### src/rtl/spectrum_bins_to_db_bands_unit_defines.svh
// Assertion macros for the spectrum band unit.
`ifndef SPECTRUM_BINS_TO_DB_BANDS_UNIT_DEFINES_SVH
`define SPECTRUM_BINS_TO_DB_BANDS_UNIT_DEFINES_SVH

`ifndef NO_ASSERTIONS
// same-cycle implication
`define SBDB_ASSERT_NOW(label, clk, rst, ante, cons, msg) \
  label: assert property (@(posedge clk) disable iff (rst) (ante) |-> (cons)) \
    else $error(msg);
// next-cycle implication
`define SBDB_ASSERT_NEXT(label, clk, rst, ante, cons, msg) \
  label: assert property (@(posedge clk) disable iff (rst) (ante) |=> (cons)) \
    else $error(msg);
`else
`define SBDB_ASSERT_NOW(label, clk, rst, ante, cons, msg)
`define SBDB_ASSERT_NEXT(label, clk, rst, ante, cons, msg)
`endif

`endif

### src/rtl/sbdb_pkg.sv
package sbdb_pkg;

  localparam int BIN_BITS   = 9;
  localparam int BAND_BITS  = 7;
  localparam int LEVEL_BITS = 8;
  localparam int POWER_BITS = 16;
  localparam int MAG_BITS   = 17;  // |x| of a 16-bit value, up to 32768
  localparam int SQ_BITS    = 31;  // 32768^2 = 2^30
  localparam int POWER_SHIFT = 15;

  localparam logic [BIN_BITS-1:0]   BIN_LAST    = 9'd511;
  localparam logic [BAND_BITS-1:0]  BAND_LAST   = 7'd127;
  localparam logic [LEVEL_BITS-1:0] LEVEL_TOP   = 8'd254;
  localparam logic [BIN_BITS-1:0]   SINGLE_END  = 9'd48;
  localparam logic [BIN_BITS-1:0]   PAIR_END    = 9'd96;
  localparam logic [BIN_BITS-1:0]   QUAD_END    = 9'd192;
  localparam logic [BIN_BITS-1:0]   OCTET_END   = 9'd384;

  // pipeline tag traveling with each bin
  typedef struct packed {
    logic                valid;
    logic [BIN_BITS-1:0] bin;
  } tag_t;

  // dB thresholds, strictly increasing; entries 0..254 are searched
  localparam logic [POWER_BITS-1:0] LEVEL_TABLE [0:255] = '{
    16'd256,   16'd262,   16'd267,   16'd273,   16'd279,   16'd285,   16'd292,   16'd298,
    16'd305,   16'd311,   16'd318,   16'd325,   16'd332,   16'd340,   16'd347,   16'd355,
    16'd363,   16'd370,   16'd379,   16'd387,   16'd395,   16'd404,   16'd413,   16'd422,
    16'd431,   16'd441,   16'd451,   16'd460,   16'd471,   16'd481,   16'd492,   16'd502,
    16'd513,   16'd525,   16'd536,   16'd548,   16'd560,   16'd572,   16'd585,   16'd598,
    16'd611,   16'd624,   16'd638,   16'd652,   16'd666,   16'd681,   16'd696,   16'd711,
    16'd727,   16'd743,   16'd759,   16'd776,   16'd793,   16'd811,   16'd828,   16'd847,
    16'd865,   16'd884,   16'd904,   16'd923,   16'd944,   16'd965,   16'd986,   16'd1007,
    16'd1030,  16'd1052,  16'd1075,  16'd1099,  16'd1123,  16'd1148,  16'd1173,  16'd1199,
    16'd1225,  16'd1252,  16'd1280,  16'd1308,  16'd1337,  16'd1366,  16'd1396,  16'd1427,
    16'd1458,  16'd1490,  16'd1523,  16'd1556,  16'd1591,  16'd1625,  16'd1661,  16'd1698,
    16'd1735,  16'd1773,  16'd1812,  16'd1852,  16'd1893,  16'd1934,  16'd1977,  16'd2020,
    16'd2065,  16'd2110,  16'd2157,  16'd2204,  16'd2252,  16'd2302,  16'd2353,  16'd2404,
    16'd2457,  16'd2511,  16'd2566,  16'd2623,  16'd2680,  16'd2739,  16'd2800,  16'd2861,
    16'd2924,  16'd2988,  16'd3054,  16'd3121,  16'd3190,  16'd3260,  16'd3331,  16'd3405,
    16'd3480,  16'd3556,  16'd3634,  16'd3714,  16'd3796,  16'd3879,  16'd3965,  16'd4052,
    16'd4141,  16'd4232,  16'd4325,  16'd4420,  16'd4517,  16'd4616,  16'd4718,  16'd4822,
    16'd4928,  16'd5036,  16'd5147,  16'd5260,  16'd5375,  16'd5494,  16'd5614,  16'd5738,
    16'd5864,  16'd5993,  16'd6124,  16'd6259,  16'd6397,  16'd6537,  16'd6681,  16'd6828,
    16'd6978,  16'd7131,  16'd7288,  16'd7448,  16'd7612,  16'd7780,  16'd7951,  16'd8125,
    16'd8304,  16'd8487,  16'd8673,  16'd8864,  16'd9059,  16'd9258,  16'd9461,  16'd9669,
    16'd9882,  16'd10099, 16'd10321, 16'd10548, 16'd10780, 16'd11017, 16'd11259, 16'd11507,
    16'd11760, 16'd12018, 16'd12282, 16'd12552, 16'd12828, 16'd13110, 16'd13399, 16'd13693,
    16'd13994, 16'd14302, 16'd14616, 16'd14937, 16'd15266, 16'd15601, 16'd15944, 16'd16295,
    16'd16653, 16'd17019, 16'd17393, 16'd17776, 16'd18167, 16'd18566, 16'd18974, 16'd19391,
    16'd19818, 16'd20253, 16'd20698, 16'd21153, 16'd21619, 16'd22094, 16'd22579, 16'd23076,
    16'd23583, 16'd24102, 16'd24631, 16'd25173, 16'd25726, 16'd26292, 16'd26870, 16'd27461,
    16'd28064, 16'd28681, 16'd29312, 16'd29956, 16'd30615, 16'd31288, 16'd31976, 16'd32679,
    16'd33397, 16'd34131, 16'd34882, 16'd35648, 16'd36432, 16'd37233, 16'd38051, 16'd38888,
    16'd39743, 16'd40617, 16'd41510, 16'd42422, 16'd43355, 16'd44308, 16'd45282, 16'd46277,
    16'd47295, 16'd48334, 16'd49397, 16'd50483, 16'd51593, 16'd52727, 16'd53886, 16'd55071,
    16'd56281, 16'd57519, 16'd58783, 16'd60075, 16'd61396, 16'd62746, 16'd64125, 16'd65535
  };

  // true for the last bin of a band
  function automatic logic ends_band(input logic [BIN_BITS-1:0] i);
    ends_band = (i < SINGLE_END) ||
                ((i < PAIR_END)  && (i[0] == 1'b1)) ||
                ((i < QUAD_END)  && (i[1:0] == 2'b11)) ||
                ((i < OCTET_END) && (i[2:0] == 3'b111)) ||
                (i[3:0] == 4'b1111);
  endfunction

endpackage

### src/rtl/sbdb_level_search.sv
// Binary search of the threshold ROM, one bit of the level per stage.
module sbdb_level_search (
  input  logic                              clk,
  input  logic                              rst,
  input  logic                              en,
  input  sbdb_pkg::tag_t                    tag_in,
  input  logic [sbdb_pkg::POWER_BITS-1:0]   power,
  output sbdb_pkg::tag_t                    tag_out,
  output logic [sbdb_pkg::LEVEL_BITS-1:0]   level
);
  import sbdb_pkg::*;

  localparam int STEPS = LEVEL_BITS;

  // d_*[k]: what enters step k; d_*[STEPS] leaves the search
  tag_t                  d_tag [0:STEPS];
  logic [POWER_BITS-1:0] d_pw  [0:STEPS];
  logic [LEVEL_BITS-1:0] d_cnt [0:STEPS];

  tag_t                  r_tag  [1:STEPS];
  logic [POWER_BITS-1:0] r_pw   [1:STEPS];
  logic [LEVEL_BITS-1:0] r_cand [1:STEPS];
  logic [LEVEL_BITS-1:0] r_base [1:STEPS];
  logic [POWER_BITS-1:0] r_q    [1:STEPS];

  assign d_tag[0] = tag_in;
  assign d_pw[0]  = power;
  assign d_cnt[0] = '0;

  for (genvar k = 0; k < STEPS; k++) begin : g_step
    localparam logic [LEVEL_BITS-1:0] STEP_BIT = LEVEL_BITS'(1) << (STEPS - 1 - k);
    logic [LEVEL_BITS-1:0] cand;
    assign cand = d_cnt[k] | STEP_BIT;

    always_ff @(posedge clk) begin
      if (rst) begin
        r_tag[k+1] <= '0;
      end else if (en) begin
        r_tag[k+1] <= d_tag[k];
      end
    end

    // registered ROM read at cand-1 (never below 0 since cand has STEP_BIT set)
    always_ff @(posedge clk) begin
      if (en) begin
        r_pw[k+1]   <= d_pw[k];
        r_cand[k+1] <= cand;
        r_base[k+1] <= d_cnt[k];
        r_q[k+1]    <= LEVEL_TABLE[cand - LEVEL_BITS'(1)];
      end
    end

    assign d_tag[k+1] = r_tag[k+1];
    assign d_pw[k+1]  = r_pw[k+1];
    assign d_cnt[k+1] = (r_q[k+1] < r_pw[k+1]) ? r_cand[k+1] : r_base[k+1];
  end

  // count of entries below power, minus one; tops out at 254 by construction
  assign tag_out = d_tag[STEPS];
  assign level   = (d_cnt[STEPS] == '0) ? '0 : d_cnt[STEPS] - LEVEL_BITS'(1);

endmodule

### src/rtl/spectrum_bins_to_db_bands_unit.sv
// Spectrum band unit: takes one complex FFT bin per beat (512 bins a frame,
// counted internally), forms power = (re^2 + im^2) >> 15 on 16 bits, maps it
// to a dB level 0..254 against a fixed threshold ROM, and emits the maximum
// level of each of 128 log-spaced bands on the band's last bin. Throughput is
// one bin per cycle while the result side does not stall. The squares register
// at the taking edge, then the sum register, then eight binary search stages
// (one registered ROM read per level bit), then the band maximum and output
// register. A stalled result holds the whole pipeline; bin_ready drops only
// while band_valid is high and band_ready low.
`include "spectrum_bins_to_db_bands_unit_defines.svh"

module spectrum_bins_to_db_bands_unit (
  input  logic                              clk,
  input  logic                              rst,
  input  logic                              bin_valid,
  output logic                              bin_ready,
  input  logic signed [15:0]                bin_real,
  input  logic signed [15:0]                bin_imag,
  output logic                              band_valid,
  input  logic                              band_ready,
  output logic [sbdb_pkg::BAND_BITS-1:0]    band_number,
  output logic [sbdb_pkg::LEVEL_BITS-1:0]   band_level,
  output logic                              frame_end
);
  import sbdb_pkg::*;

  logic                  en;
  logic                  accept;
  logic [BIN_BITS-1:0]   bin_count;
  tag_t                  in_tag;

  logic [MAG_BITS-1:0]   mag_re, mag_im;
  logic [2*MAG_BITS-1:0] prod_re, prod_im;
  tag_t                  a_tag;
  logic [SQ_BITS-1:0]    a_sq_re, a_sq_im;
  logic [SQ_BITS:0]      sum;
  tag_t                  b_tag;
  logic [POWER_BITS-1:0] b_power;

  tag_t                  s_tag;
  logic [LEVEL_BITS-1:0] s_level;

  logic [BAND_BITS-1:0]  band_count;
  logic [LEVEL_BITS-1:0] run_max;
  logic [LEVEL_BITS-1:0] band_max;
  logic                  last_of_band;

  assign en        = !band_valid || band_ready;
  assign bin_ready = en;
  assign accept    = bin_valid && bin_ready;

  assign in_tag.valid = accept;
  assign in_tag.bin   = bin_count;

  always_ff @(posedge clk) begin
    if (rst) begin
      bin_count <= '0;
    end else if (accept) begin
      bin_count <= bin_count + BIN_BITS'(1);  // wraps at frame end
    end
  end

  // absolute values; -32768 becomes 32768
  assign mag_re  = bin_real[15] ? (MAG_BITS'(0) - MAG_BITS'(bin_real)) : MAG_BITS'(bin_real);
  assign mag_im  = bin_imag[15] ? (MAG_BITS'(0) - MAG_BITS'(bin_imag)) : MAG_BITS'(bin_imag);
  assign prod_re = (2*MAG_BITS)'(mag_re) * (2*MAG_BITS)'(mag_re);
  assign prod_im = (2*MAG_BITS)'(mag_im) * (2*MAG_BITS)'(mag_im);
  assign sum     = {1'b0, a_sq_re} + {1'b0, a_sq_im};

  always_ff @(posedge clk) begin
    if (rst) begin
      a_tag <= '0;
      b_tag <= '0;
    end else if (en) begin
      a_tag <= in_tag;
      b_tag <= a_tag;
    end
  end

  always_ff @(posedge clk) begin
    if (en) begin
      a_sq_re <= prod_re[SQ_BITS-1:0];
      a_sq_im <= prod_im[SQ_BITS-1:0];
      // low 16 bits of sum >> 15: both parts at -32768 give 0
      b_power <= sum[POWER_SHIFT+POWER_BITS-1:POWER_SHIFT];
    end
  end

  sbdb_level_search u_search (
    .clk     (clk),
    .rst     (rst),
    .en      (en),
    .tag_in  (b_tag),
    .power   (b_power),
    .tag_out (s_tag),
    .level   (s_level)
  );

  assign band_max     = (s_level > run_max) ? s_level : run_max;
  assign last_of_band = ends_band(s_tag.bin);

  always_ff @(posedge clk) begin
    if (rst) begin
      band_valid <= 1'b0;
      band_count <= '0;
      run_max    <= '0;
    end else if (en) begin
      band_valid <= s_tag.valid && last_of_band;
      if (s_tag.valid) begin
        if (last_of_band) begin
          band_count <= band_count + BAND_BITS'(1);
          run_max    <= '0;
        end else begin
          run_max    <= band_max;
        end
      end
    end
  end

  always_ff @(posedge clk) begin
    if (en && s_tag.valid && last_of_band) begin
      band_number <= band_count;
      band_level  <= band_max;
      frame_end   <= (s_tag.bin == BIN_LAST);
    end
  end

  `SBDB_ASSERT_NOW(a_frame_end_band, clk, rst, band_valid && frame_end, band_number == BAND_LAST, "frame end on a band other than the last")
  `SBDB_ASSERT_NOW(a_level_range, clk, rst, band_valid, band_level <= LEVEL_TOP, "band level above top of table")
  `SBDB_ASSERT_NEXT(a_stall_holds, clk, rst, band_valid && !band_ready, band_valid && $stable(band_number) && $stable(band_level), "stalled band beat changed")

endmodule

### config.mk
export PLATFORM = sky130hd
export DESIGN_NAME = spectrum_bins_to_db_bands_unit
export DESIGN_NICKNAME = d
export VERILOG_FILES = /design/src/rtl/sbdb_pkg.sv /design/src/rtl/sbdb_level_search.sv /design/src/rtl/spectrum_bins_to_db_bands_unit.sv
export VERILOG_INCLUDE_DIRS = /design/src /design/src/rtl
export SDC_FILE = /design/constraint.sdc
export NUM_CORES = 2
export LEC_CHECK = 0
export BUFFER_PORTS_ARGS = -buffer_cell sky130_fd_sc_hd__buf_2
export CELL_PAD_IN_SITES_DETAIL_PLACEMENT = 0
export CELL_PAD_IN_SITES_GLOBAL_PLACEMENT = 2
export CORE_ASPECT_RATIO = 1.5
export CORE_MARGIN = 4
export CORE_UTILIZATION = 47
export CTS_CLUSTER_SIZE = 16
export DETAILED_ROUTE_END_ITERATION = 10
export PLACE_DENSITY = 0.95
export SLEW_MARGIN = 20
export SYNTH_ARGS = -nofsm -noshare
export SYNTH_HDL_FRONTEND = slang
export SYNTH_HIERARCHICAL = 1
export SYNTH_SLANG_ARGS = --single-unit
### constraint.sdc
create_clock -name clk -period 28.9 [get_ports clk]
set_input_delay 2.89 -clock clk [delete_from_list [all_inputs] [get_ports clk]]
set_output_delay 2.89 -clock clk [all_outputs]
set_load 0.01 [all_outputs]
After elaboration in Yosys (flattened, before gate mapping)
Memories as Yosys holds them, arrays and structs flattened.
Index checks and enable logic that the tools add are counted.
- register bits after elaboration: 139
- bits in writable memories: 464
- memory bits (read-only): 28672
- input port bits: 36
- output and inout port bits: 18
- word-level logic and storage cells: 137
- memories: 12
- $add $sub $neg: 13
- $mul: 2
- magnitude comparators: 20
- equality and inequality tests: 4
- multiplexer cells: 41
- bitwise operators: 15
- reductions and logical operators: 16
- memories (name ; depth ; bits a word ; read ports ; clocked after Yosys merged registers in ; write ports ; RTL line ; RTL):
    (name not given) ; 256 ; 16 ; 1 ; 0 ; 0 ; sbdb_level_search.sv:49 ; r_q[k+1] <= LEVEL_TABLE[cand - LEVEL_BITS'(1)];
    (name not given) ; 256 ; 16 ; 1 ; 0 ; 0 ; sbdb_level_search.sv:49 ;
    (name not given) ; 256 ; 16 ; 1 ; 0 ; 0 ; sbdb_level_search.sv:49 ;
    (name not given) ; 256 ; 16 ; 1 ; 0 ; 0 ; sbdb_level_search.sv:49 ;
    (name not given) ; 256 ; 16 ; 1 ; 0 ; 0 ; sbdb_level_search.sv:49 ;
    (name not given) ; 256 ; 16 ; 1 ; 0 ; 0 ; sbdb_level_search.sv:49 ;
    6 more memories ; n/a ; n/a ; n/a ; n/a ; n/a ; n/a ;
- operators by type and width (operator ; count):
    16-bit two-way mux ; 14
    16-bit less-than comparator ; 8
    8-bit two-way mux ; 11
    10-bit two-way mux ; 8
    8-bit by 1-bit subtractor with 8-bit output (second input constant) ; 8
    9-bit >= comparator (second input constant) ; 7
    8-bit NOT with 9-bit output ; 7
    17-bit by 17-bit multiplier with 31-bit output ; 2
    17-bit two-way mux ; 2
    1-bit by 16-bit subtractor with 17-bit output (first input constant) ; 2
    31-bit adder ; 1
    9-bit by 1-bit adder with 9-bit output (second input constant) ; 1
    9-bit == test (second input constant) ; 1
    9-bit by 6-bit less-than comparator with 1-bit output (second input constant) ; 1
    9-bit by 7-bit less-than comparator with 1-bit output (second input constant) ; 1
    9-bit by 8-bit less-than comparator with 1-bit output (second input constant) ; 1
    9-bit less-than comparator (second input constant) ; 1
    8-bit greater-than comparator ; 1
    8-bit logical NOT ; 1
    1-bit OR ; 8
    7-bit by 1-bit adder with 7-bit output (second input constant) ; 1
    1-bit logical AND ; 7
    1-bit two-way mux ; 6
    1-bit logical OR ; 5
    6 further kinds ; 6

Logic depth before layout (Yosys ltp)
An unclocked memory read counts as a cell.
- depth in word-level cells: 8
- mapped depth: 33
- gate-level depth less buffers: 29

By module
The synthesis kept the hierarchy.
- modules (own cells, without submodules) (module ; instances ; cells each ; area an instance (um2) ; sequential area each (um2)):
    spectrum_bins_to_db_bands_unit ; 1 ; 2312 ; 21554.4 ; 3603.5
    sbdb_level_search ; 1 ; 1592 ; 17604.4 ; 9849.4

Worst setup path after synthesis
No wires, ideal clock.
- path kind: input -> output
- start: input band_ready
- end: output bin_ready
- data arrival time: 12.017 ns
- data required time: 26.010 ns
- path slack: 13.993 ns
- stages on the path: 3
- buffers on the path: 1
- cell sequence: nor2b_1 clkinv_1 buf_1
- longest elaborated chain between the ends: 1
- RTL lines (what ; RTL line ; RTL):
    from (decl) ; spectrum_bins_to_db_bands_unit.sv:20 ; input logic band_ready,
    1-bit logical OR ; spectrum_bins_to_db_bands_unit.sv:48 ; assign en = !band_valid || band_ready;
    to (decl) ; spectrum_bins_to_db_bands_unit.sv:16 ; output logic bin_ready,
Every way passes these cells.

Final worst setup path
- start: input bin_real[6]
- end: register a_sq_re[29] (data pin)
- longest elaborated chain between the ends: 3
- RTL lines (what ; RTL line ; RTL):
    from (decl) ; spectrum_bins_to_db_bands_unit.sv:17 ; input logic signed [15:0] bin_real,
    1-bit by 16-bit subtractor with 17-bit output ; spectrum_bins_to_db_bands_unit.sv:64 ; assign mag_re = bin_real[15] ? (MAG_BITS'(0) - MAG_BITS'(bin_real)) : MAG_BITS'(bin_real);
    17-bit two-way mux (*) ; spectrum_bins_to_db_bands_unit.sv:64 ;
    17-bit by 17-bit multiplier with 31-bit output (*) ; spectrum_bins_to_db_bands_unit.sv:66 ; assign prod_re = (2*MAG_BITS)'(mag_re) * (2*MAG_BITS)'(mag_re);
    named net prod_re[29] ; spectrum_bins_to_db_bands_unit.sv:33 ; logic [2*MAG_BITS-1:0] prod_re, prod_im;
    to (signal assigned) ; spectrum_bins_to_db_bands_unit.sv:82 ; a_sq_re <= prod_re[SQ_BITS-1:0];
    to (decl) ; spectrum_bins_to_db_bands_unit.sv:35 ; logic [SQ_BITS-1:0] a_sq_re, a_sq_im;
The timed path passes the listed nets; every way through them passes the cells marked *.
A chain may end at the register's enable or synchronous reset.

==> summary.txt <==
Outcome
  – Status: complete, no violations

Floorplan
  – FP Rows: 129
  – Die Wd: 244 um
  – Core area: 82600 um^2
  – Initial Util: 47.4%
  – Die area: 88100 um^2
  – Die Y: 362 um
  – Ports: 54

CTS
  – Clk Latency, worst-skew pair: 590 ps
  – PostCTS Resize Cnt: 0
  – Clock root cell: clkbuf_16
  – Total clock sinks: 463
  – Hold-fix buffers, CTS: 0
  – CTS buffer count: 47
  – CTS tree: done
  – H-tree levels: 2
  – Post-CTS Setup Repair Bufs: 0
  – CTS Buffer Depth: 3
  – Worst-path clk slew: 60 ps

Drt
  – Detailed Route WL: 87800 um
  – Drt first-iter violations: 1531
  – Routed Antenna Nets: 0
  – Wire length per cell after detailed routing: 17.2 um
  – DRT Pass-1 Iters: 5
  – Via count: 27100
  – # DRC: 0
  – Via density per instance: 5.30

Yosys
  – Avg Inst Size Synth: 10.0 um^2
  – Yosys reg bits: 463
  – Post-Synth Simple-Gate Area: 11.6%
  – Distinct cell type count after synthesis: 89
  – Most frequent cells after synthesis: inv_1 (728), edfxtp_1 (418), fa_1 (382)
  – XOR/XNOR share of the synthesized area: 2.64%
  – Top cell type's share of synthesized area: 32.1%
  – Adder-Cell Fraction of Synth Area: 30.9%
  – Top FF cell, synth: edfxtp_1
  – Mux cell area share after synthesis: 0.543%
  – Complex-gate fraction of the synthesized area: 11.2%
  – Cell area after synthesis: 39200 um^2
  – Largest cells by area after synthesis: edfxtp_1 (32%), fa_1 (20%), ha_1 (11%), inv_1 (7.0%), nand2_1 (3.4%)
  – Area leader, netlist: edfxtp_1
  – Number of synthesized flops with an enable pin: 418
  – Async set or reset register ratio after synthesis: 0%
  – Most frequent cell after synthesis: inv_1
  – Seq/Total Area, Yosys: 34.4%
  – Main combinational cell family by area after synthesis: adder cells
  – Synth Instances: 3904
  – Yosys warning count: 6

STA
  – Fin crit period: 10760 ps
  – Setup Viol. Count Final: 0
  – Count of pins over their slew limit: 0
  – Final hold violation count: 0
  – Setup TNS Final: 0 ps
  – RSZ-0062 raised after global routing: no
  – Least-Margin Pin Slew: 1070 ps
  – Final period util: 37.2%
  – Fmax achieved: 0.0929 GHz
  – Final clock skew: 32.4 ps
  – Worst slew margin: 28.5%
  – Worst Hold Slack: 407 ps

Setup path
  – Crit Path Category: in2reg
  – Flop-to-flop setup slack: 23370 ps
  – Nature of the critical path endpoint: register
  – Most frequent cell on the critical path: fa_1
  – Worst r2r src: u_search/r_q[0][105]
  – WP data arrival: 11110 ps
  – Crit path required time: 29250 ps
  – CP Launch Type: input port
  – Worst-path maximum fanout: 11
  – CP top delay family: adder cells
  – Crit-path max cell delay: 790 ps
  – Slowest CP cell: xnor2_1
  – Buf/Inv on CP: 5
  – Critical R2R Capture: run_max[0]
  – Worst reg2reg path depth: 18

Layout
  – N_diodes: 0
  – Fillcell total: 7661
  – Util after Layout: 51.2%
  – Layout area overhead: 8.06%
  – Nets: 4728
  – Layout cells sized above 1: 4.93%

GRT
  – Vias in the first global route: 28600
  – First-pass GRT wire length: 144000 um
  – GRT Util Overall: 20.2%
  – Antenna violations before repair: 0
  – Pin count of the biggest net entering global routing: 200
  – GRT overflow: 0

Placed design
  – Port bufs: 53
  – Placer Congestion: 0.927
  – HPWL Detailed: 69100 um

Hold path
  – Hold Path Class: reg2reg
  – Hold_sp: u_search/r_pw[0][16]
  – Worst hold endpoint: u_search/r_pw[0][32]
  – Hold path depth: 0

Flow run
  – Max Cap Viol: 0
==> state kept, by name, indices dropped and copies added, names as in the netlist <==
name / cells
a_sq_re: 29
a_sq_im: 29
frame_end: 1
b_tag: 10
a_tag: 10
u_search/r_q: 94
run_max: 8
band_valid: 1
band_count: 7
u_search/r_pw: 128
u_search/r_tag: 80
band_number: 7
band_level: 8
bin_count: 9
u_search/r_base: 26
b_power: 16
==> metal layers <==
metal  vias to the layer above  global-route usage (%)  part of all wire [%]
met1                     13200                    20.7                    35
met4                         0                    9.63                   5.4
met5                         -                       0                     0
met2                       571                    40.4                    57
met3                       250                    1.93                   3.0
li1                      13000                       -                     -
==> cell families after synthesis <==
group                    after synthesis
AND/OR/NAND/NOR                      982
buffers and inverters                896
adder cells (fa/ha/maj)              738
AO/OA/AOI/OAI                        688
flip-flops                           463
XOR/XNOR                             117
multiplexers                          18
other                                  2
==> cell type report <==
class | count | area, um^2 | area share [%]
Clock buffer | 55 | 1220 | 2.87
Inverter | 746 | 2810 | 6.65
Tap cell | 1113 | 1390 | 3.29
Multi-Input combinational cell | 2610 | 22600 | 53.3
Timing Repair Buffer | 86 | 526 | 1.24
Sequential cell | 463 | 13500 | 31.8
Clock inverter | 32 | 353 | 0.834
==> metrics by stage <==
stage | area, um^2 | worst slack (ps) | cells
2_1_floorplan | 39400 | 13990 | 3969
3_3_place_gp | 40700 | 17630 | 5018
3_5_place_dp | 40700 | 17480 | 5018
4_1_cts | 42300 | 18080 | 5105
5_1_grt | 42300 | 17670 | 5105
6_report | 42300 | 18140 | 5105
==> placed cells by master, fill, tap and decap left out, types with 29 or more instances in the layout <==
cell       Yosys  final
a21o_1        51     51
a21oi_1      215    215
and2_1        87     87
buf_2          3     53
buf_4         10     32
clkbuf_16      0     47
conb_1         2     67
dfxtp_1       45     45
edfxtp_1     418    418
fa_1         382    382
ha_1         356    356
inv_1        728    728
nand2_1      357    357
nand2b_1      38     38
nand3_1       45     45
nor2_1       264    263
nor2b_1       31     29
nor3_1        47     47
o21ai_0      149    149
xnor2_1       77     75
xor2_1        39     39
==> how the worst max path moves through the flow <==
stage,slack [ps],depth (start not counted),from,to
after global routing,17670,25,bin_real[6],a_sq_re[29]
after global placement,17630,25,bin_real[6],a_sq_re[23]
after detailed placement,17480,24,bin_real[6],a_sq_re[30]
after CTS,18080,24,bin_real[6],a_sq_re[30]
after floorplan,13990,3,band_ready,bin_ready
final,18140,25,bin_real[6],a_sq_re[29]
Power is not shown: default switching activity piles up to over one toggle a cycle in this logic, so the estimate is an artifact.
